File: src/obrf_pkg.sv
// Shared types and constants for the overwriting byte ring FIFO.
`default_nettype none
package obrf_pkg;

    localparam int DEFAULT_SLOTS = 256;
    localparam int BYTE_W        = 8;
    localparam int OP_W          = 2;

    localparam logic [OP_W-1:0] OP_PUSH  = 2'd0;
    localparam logic [OP_W-1:0] OP_POP   = 2'd1;
    localparam logic [OP_W-1:0] OP_PEEK  = 2'd2;
    localparam logic [OP_W-1:0] OP_CLEAR = 2'd3;

    typedef struct packed {
        logic [BYTE_W-1:0] offset;
        logic [BYTE_W-1:0] value;
        logic [OP_W-1:0]   opcode;
    } item_t;

    typedef struct packed {
        logic              overwrote;
        logic              is_full;
        logic              is_empty;
        logic [BYTE_W-1:0] used_count;
        logic              data_valid;
        logic [BYTE_W-1:0] data;
    } result_t;

endpackage
`default_nettype wire

File: src/obrf_ring.sv
// Ring pointers, byte store and per-transaction result registers.
`default_nettype none
module obrf_ring
    import obrf_pkg::*;
#(
    parameter int SLOTS = DEFAULT_SLOTS
) (
    input  wire logic              aclk,
    input  wire logic              aresetn,
    input  wire logic              cfg_wr_en,
    input  wire logic [BYTE_W-1:0] capacity,
    input  wire logic              step,
    input  wire item_t             item,
    output result_t                result
);

    localparam int RING_MAX = (SLOTS < 256) ? SLOTS : 256;
    localparam int POS_W    = $clog2(RING_MAX);
    localparam int CNT_W    = POS_W + 1;
    localparam int IDX_W    = BYTE_W + 1;

    logic [BYTE_W-1:0] slot_mem [RING_MAX];

    logic [POS_W-1:0]  rd_pos_reg, rd_pos_next;
    logic [POS_W-1:0]  wr_pos_reg, wr_pos_next;
    logic [BYTE_W-1:0] rd_data_reg;
    logic              hit_reg, hit_next;
    logic [POS_W-1:0]  used_reg, used_next;
    logic              empty_reg, full_reg;
    logic              over_reg, over_next;

    logic [POS_W-1:0]  ecap;
    logic [CNT_W-1:0]  rs;
    logic [POS_W-1:0]  used_now;
    logic [POS_W-1:0]  rd_addr;
    logic [IDX_W-1:0]  peek_idx;
    logic              mem_we;

    function automatic logic [POS_W-1:0] used_of(
        input logic [POS_W-1:0] rd,
        input logic [POS_W-1:0] wr,
        input logic [CNT_W-1:0] size
    );
        logic [CNT_W-1:0] diff;
        diff = {1'b0, wr} - {1'b0, rd};
        if (wr < rd) begin
            diff = diff + size;
        end
        return diff[POS_W-1:0];
    endfunction

    function automatic logic [POS_W-1:0] adv(
        input logic [POS_W-1:0] p,
        input logic [POS_W-1:0] top
    );
        return (p == top) ? '0 : p + 1'b1;
    endfunction

    always_comb begin
        if (capacity >= BYTE_W'(RING_MAX - 1)) begin
            ecap = POS_W'(RING_MAX - 1);
        end else begin
            ecap = POS_W'(capacity);
        end
        rs       = CNT_W'(ecap) + 1'b1;
        used_now = used_of(rd_pos_reg, wr_pos_reg, rs);

        peek_idx = IDX_W'(rd_pos_reg) + IDX_W'(item.offset) + 1'b1;
        if (peek_idx >= IDX_W'(rs)) begin
            peek_idx = peek_idx - IDX_W'(rs);
        end

        rd_pos_next = rd_pos_reg;
        wr_pos_next = wr_pos_reg;
        hit_next    = 1'b0;
        over_next   = 1'b0;
        mem_we      = 1'b0;
        rd_addr     = peek_idx[POS_W-1:0];

        case (item.opcode)
            OP_PUSH: begin
                if ((used_now == ecap) && (used_now != '0)) begin
                    rd_pos_next = adv(rd_pos_reg, ecap);
                    over_next   = 1'b1;
                end
                wr_pos_next = adv(wr_pos_reg, ecap);
                mem_we      = 1'b1;
            end
            OP_POP: begin
                if (used_now != '0) begin
                    rd_pos_next = adv(rd_pos_reg, ecap);
                    hit_next    = 1'b1;
                end
                rd_addr = adv(rd_pos_reg, ecap);
            end
            OP_PEEK: begin
                hit_next = (IDX_W'(item.offset) < IDX_W'(used_now));
            end
            OP_CLEAR: begin
                rd_pos_next = wr_pos_reg;
            end
            default: begin
                rd_pos_next = rd_pos_reg;
            end
        endcase

        used_next = used_of(rd_pos_next, wr_pos_next, rs);
    end

    always_ff @(posedge aclk) begin
        if (!aresetn || cfg_wr_en) begin
            rd_pos_reg <= '0;
            wr_pos_reg <= '0;
        end else if (step) begin
            rd_pos_reg <= rd_pos_next;
            wr_pos_reg <= wr_pos_next;
        end
    end

    always_ff @(posedge aclk) begin
        if (step && mem_we) begin
            slot_mem[wr_pos_next] <= item.value;
        end
        if (step) begin
            rd_data_reg <= slot_mem[rd_addr];
        end
    end

    always_ff @(posedge aclk) begin
        if (step) begin
            hit_reg   <= hit_next;
            used_reg  <= used_next;
            empty_reg <= (used_next == '0);
            full_reg  <= (used_next == ecap);
            over_reg  <= over_next;
        end
    end

    always_comb begin
        result.data       = hit_reg ? rd_data_reg : '0;
        result.data_valid = hit_reg;
        result.used_count = BYTE_W'(used_reg);
        result.is_empty   = empty_reg;
        result.is_full    = full_reg;
        result.overwrote  = over_reg;
    end

endmodule
`default_nettype wire

File: src/overwriting_byte_ring_fifo_unit.sv
// Top level of the overwriting byte ring FIFO with stream ports and capacity register.
`default_nettype none
// Byte FIFO in a ring of capacity+1 slots that overwrites its oldest byte when a
// push arrives while full. Each input transaction carries an opcode (push, pop,
// peek at an offset, clear) and returns exactly one result transaction with the
// data byte, a data-valid flag, the used count and the empty, full and overwrite
// flags. One transaction is taken in every cycle unless the result port stalls;
// a result passes the input register and then the result register that also
// captures the single store read port. Write the capacity register only while no
// transaction is in flight; the write empties the FIFO.
module overwriting_byte_ring_fifo_unit
    import obrf_pkg::*;
#(
    parameter int SLOTS = DEFAULT_SLOTS
) (
    input  wire logic        aclk,
    input  wire logic        aresetn,

    input  wire logic        cfg_wr_en,
    input  wire logic [7:0]  cfg_wr_data,

    input  wire logic        s_axis_tvalid,
    output logic             s_axis_tready,
    input  wire logic [15:0] s_axis_tdata,   // value[7:0], offset[15:8]
    input  wire logic [1:0]  s_axis_tuser,   // opcode[1:0]

    output logic             m_axis_tvalid,
    input  wire logic        m_axis_tready,
    output logic [23:0]      m_axis_tdata,   // data[7:0], used_count[15:8], is_empty[16],
                                             // is_full[17], overwrote[18], zero[23:19]
    output logic [0:0]       m_axis_tuser    // data_valid[0]
);

    logic              in_valid_reg, in_valid_next;
    item_t             item_reg;
    logic              out_valid_reg, out_valid_next;
    logic [BYTE_W-1:0] cap_reg;
    logic              advance;
    logic              step;
    logic              s_fire;
    result_t           result;

    assign advance       = !out_valid_reg || m_axis_tready;
    assign step          = in_valid_reg && advance;
    assign s_axis_tready = !in_valid_reg || advance;
    assign s_fire        = s_axis_tvalid && s_axis_tready;

    assign in_valid_next  = s_fire || (in_valid_reg && !advance);
    assign out_valid_next = step || (out_valid_reg && !m_axis_tready);

    always_ff @(posedge aclk) begin
        if (!aresetn) begin
            in_valid_reg  <= 1'b0;
            out_valid_reg <= 1'b0;
            cap_reg       <= 8'd255;
        end else begin
            in_valid_reg  <= in_valid_next;
            out_valid_reg <= out_valid_next;
            if (cfg_wr_en) begin
                cap_reg <= cfg_wr_data;
            end
        end
    end

    always_ff @(posedge aclk) begin
        if (s_fire) begin
            item_reg.opcode <= s_axis_tuser;
            item_reg.value  <= s_axis_tdata[7:0];
            item_reg.offset <= s_axis_tdata[15:8];
        end
    end

    obrf_ring #(
        .SLOTS(SLOTS)
    ) u_ring (
        .aclk     (aclk),
        .aresetn  (aresetn),
        .cfg_wr_en(cfg_wr_en),
        .capacity (cap_reg),
        .step     (step),
        .item     (item_reg),
        .result   (result)
    );

    assign m_axis_tvalid = out_valid_reg;
    assign m_axis_tdata  = {5'd0, result.overwrote, result.is_full, result.is_empty,
                            result.used_count, result.data};
    assign m_axis_tuser  = result.data_valid;

`ifndef SYNTHESIS
    a_ready_when_drained: assert property (@(posedge aclk) disable iff (!aresetn)
        !m_axis_tvalid |-> s_axis_tready)
        else $error("input stalled while result stage empty");

    a_overwrite_full: assert property (@(posedge aclk) disable iff (!aresetn)
        (m_axis_tvalid && m_axis_tdata[18]) |-> (m_axis_tdata[17] && !m_axis_tdata[16]))
        else $error("overwrite reported without a full FIFO");

    a_reset_clears_out: assert property (@(posedge aclk)
        $past(!aresetn) |-> !m_axis_tvalid)
        else $error("result valid right after reset");
`endif

endmodule
`default_nettype wire
File: config.mk
export PLATFORM = sky130hd
export DESIGN_NAME = overwriting_byte_ring_fifo_unit
export DESIGN_NICKNAME = d
export VERILOG_FILES = /design/src/obrf_pkg.sv /design/src/obrf_ring.sv /design/src/overwriting_byte_ring_fifo_unit.sv
export SDC_FILE = /design/constraint.sdc
export NUM_CORES = 2
export LEC_CHECK = 0
export BUFFER_PORTS_ARGS = -buffer_cell sky130_fd_sc_hd__buf_2
export CAP_MARGIN = 20
export CORE_MARGIN = 4
export CORE_UTILIZATION = 45
export DETAILED_ROUTE_END_ITERATION = 8
export GPL_ROUTABILITY_DRIVEN = 0
export PLACE_DENSITY = 0.67
export SYNTH_ARGS = -nofsm -noshare
export SYNTH_HDL_FRONTEND = slang
export SYNTH_SLANG_ARGS = --single-unit
export TNS_END_PERCENT = 50
File: constraint.sdc
create_clock -name aclk -period 8.7 [get_ports aclk]
set_clock_uncertainty 0.2 [all_clocks]
set_input_delay 1.74 -clock aclk [delete_from_list [all_inputs] [get_ports aclk]]
set_output_delay 1.74 -clock aclk [all_outputs]
set_load 0.02 [all_outputs]
==> impl_metrics.csv <==
group,metric,value,unit
logic_synthesis,ys_ff_latch,2112,
job,drv_cap,0,
global_routing,grt_pass1_wl,362000,um
cts,clockBufferDepth,3,
die,die_area,204600,um2
worst_setup_path,regToRegSetupSlack,0.75,ns
finish,stdcell_count,9043,
cts,path_clk_slew,0.07,ns
cts,cts_buffers,202,
detailed_routing,drt_iter0_drc,8227,
worst_setup_path,crit_fanout,12,
hold_path,holdPathEnd,"m_axis_tvalid$_SDFF_PN0_",
finish,final_cell_mix,"edfxtp_1, nand2_1, mux2i_1, nor2_1, nand3_1",
sta,post-route-period-util,91.38,%
logic_synthesis,dominantRegCellSynth,"edfxtp_1",
cts,h-tree-depth,4,
placed_design,pre_cts_ws,0.8899,ns
sta,holdWs,0.3356,ns
logic_synthesis,ys_async_sr_fraction,0,%
finish,stdcell_area,98230,um2
cts,clockRootBuffer,"clkbuf_16",
die,core_area,195600,um2
sta,hold_violations,0,
detailed_routing,wl_per_cell,27.23,um
worst_setup_path,crit_type,"register to register",
global_routing,track_usage,23.41,%
detailed_routing,firstDrtPassIters,6,
worst_setup_path,r2r_end,"u_ring.empty_reg$_DFFE_PP_",
sta,tns,0,ns
global_routing,grt_max_degree,197,
worst_setup_path,cp_slowest_stage_delay,0.58,ns
sta,fmax,0.1258,GHz
hold_path,hold_depth,1,
logic_synthesis,avgSynthCellArea,14.06,um2
finish,syn_to_final_growth,10.56,%
detailed_routing,via_per_inst,6.243,
logic_synthesis,synth-edff-count,2086,
finish,drive_gt1_share,8.683,%
finish,largest_reg_flops,2048,
logic_synthesis,yosysUniqueCellTypes,102,
worst_setup_path,cp_common_cell,"a21oi_1",
cts,holdBufCountCts,0,
worst_setup_path,required,9.12,ns
finish,fin_nets,6349,
sta,worst_pin_slew,1.330,ns
logic_synthesis,syn_area,88850,um2
power,power_density,267.9,nW/um2
detailed_routing,wl,246200,um
worst_setup_path,worstSetupEndpointType,"register",
global_routing,grt-ovfl-total,0,
placed_design,port_buffers,52,
logic_synthesis,yosysSeqAreaShare,71.09,%
power,irDropWorstVdd,0.2223,mV
cts,clock-sinks,2112,
cts,cts_tree,"yes",
hold_path,hold_path.class,"register to register",
die,start_util,45.42,%
sta,setup_violations,0,
cts,cts_resized,0,
die,rows,162,
detailed_routing,drtAntennaViolNets,0,
hold_path,worstHoldStart,"in_valid_reg$_SDFF_PN0_",
placed_design,dpl.cell_count,8669,
sta,min_period,7.950,ns
outcome,outcome,"finished clean",
detailed_routing,drc,0,
logic_synthesis,synth_cells,6321,
detailed_routing,vias,56450,
cts,clk_latency,0.83,ns
die,die_h,452.3,um
logic_synthesis,yosys_warnings,0,
global_routing,antenna_found_initial,8,
sta,slew_headroom,11.37,%
placed_design,placed_cell_area,92010,um2
worst_setup_path,arrival,8.37,ns
worst_setup_path,rr_startpoint,"u_ring.rd_pos_reg[0]$_SDFFE_PP0P_",
worst_setup_path,cp_top_family,"compound AO/OA/AOI/OAI gates",
worst_setup_path,path_buf_inv,5,
cts,post_cts_buffers,0,
global_routing,first_global_vias,53810,
die,die_x,452.3,um
placed_design,dpl.hpwl,146400,um
worst_setup_path,cpMaxStageDelayCell,"dfxtp_1",
finish,final_common_cell,"edfxtp_1",
worst_setup_path,critPathLaunchType,"register",
worst_setup_path,ff2ff_path_depth,31,
sta,drv_slew,0,
power,leakage,0.03194,uW
sta,setup_ws,0.7501,ns
die,ios,58,
sta,rsz0062_at_grt,"false",
where the power goes:
part	internal (uW)	leakage, uW	switching [uW]
registers	11200	0.0190	35.8
clock network	4630	0.00303	3770
logic	2020	0.00994	4630
total	17900	0.0319	8440
cell families after synthesis:
family,Yosys count,synth area share [%]
fa+ha+maj,67,0.9942
simple gates,1916,10.01
compound gates,1145,9.151
flops,2112,71.09
buf+inv,553,2.854
other cells,1,0.004221
xor+xnor,72,0.7506
mux,455,5.144
worst max path at each step:
stage / start / to / slack [ns] / cells past startpoint
after floorplan: cap_reg[1]$_SDFFE_PN1P_ / u_ring.empty_reg$_DFFE_PP_ / 1.22 / 30
after global placement: u_ring.rd_pos_reg[0]$_SDFFE_PP0P_ / u_ring.full_reg$_DFFE_PP_ / 0.91 / 32
after detailed placement: cap_reg[1]$_SDFFE_PN1P_ / u_ring.empty_reg$_DFFE_PP_ / 0.89 / 32
after CTS: cap_reg[1]$_SDFFE_PN1P_ / u_ring.empty_reg$_DFFE_PP_ / 0.86 / 32
after global routing: u_ring.rd_pos_reg[0]$_SDFFE_PP0P_ / u_ring.empty_reg$_DFFE_PP_ / 0.26 / 31
final: u_ring.rd_pos_reg[0]$_SDFFE_PP0P_ / u_ring.empty_reg$_DFFE_PP_ / 0.75 / 31
cell usage after synthesis (all sizes together), types with 8 or more instances:
master   instances  share of area [%]
a32oi           27               0.27
a21oi           67               0.38
ha              61               0.86
clkbuf         211               0.89
mux2i          448                5.1
o21bai           9              0.076
nor2b           13              0.092
nor3b            9               0.10
nor2           317                1.4
buf            286                1.7
o211ai          12               0.11
o31a             8              0.080
dfxtp           26               0.59
nand3          300                1.7
nor4b           11               0.11
nor4            17               0.12
and3            82               0.58
a31oi          101               0.71
edfxtp        2086                 71
inv             56               0.24
nand4          261                1.8
a211oi         184                1.6
and2            23               0.16
o31ai          172                1.5
a221oi          25               0.25
nor3            25               0.15
a2111oi         81               0.82
o41ai           31               0.32
a21o            10              0.084
o22ai          181                1.3
a22oi            9              0.082
xnor2           46               0.46
nand2          813                3.4
xor2            24               0.24
o21a            30               0.25
o21ai          142               0.81
nand2b          11              0.077
stage by stage:
stage               utilization (%)  total power [uW]
finish                        50.22             26310
detailed placement            47.04             18000
CTS                           50.21             26270
global route                  50.22             27160
floorplan                         -             15670
global placement              47.03             17940
final cells by class:
| class | instances | area (um2) |
|---|---|---|
| repair buffers | 219 | 1904 |
| clock buffers | 253 | 5289 |
| inverters | 56 | 210.2 |
| multi-input cells | 3660 | 23480 |
| fillers | 16270 | 97370 |
| clock inverters | 115 | 900.9 |
| flip-flops and latches | 2112 | 63160 |
| diodes | 4 | 10.01 |
| well taps | 2624 | 3283 |
worst register-to-register path, delay by kind of cell, from the launching register on:
family / cells / cell delay (ns)
simple gates: 4 / 1.29
fa+ha+maj: 5 / 1.58
compound gates: 13 / 2.37
buf+inv: 5 / 0.50
xor+xnor: 2 / 0.50
flops: 1 / 0.58
mux: 2 / 0.73
routing by layer:
metal	share of wire, %	track usage [%]
met2	45	35.15
met3	10	5.250
met5	0.0077	0
met1	41	33.40
met4	4.1	8.983
Power figures use the tool's default switching activity.
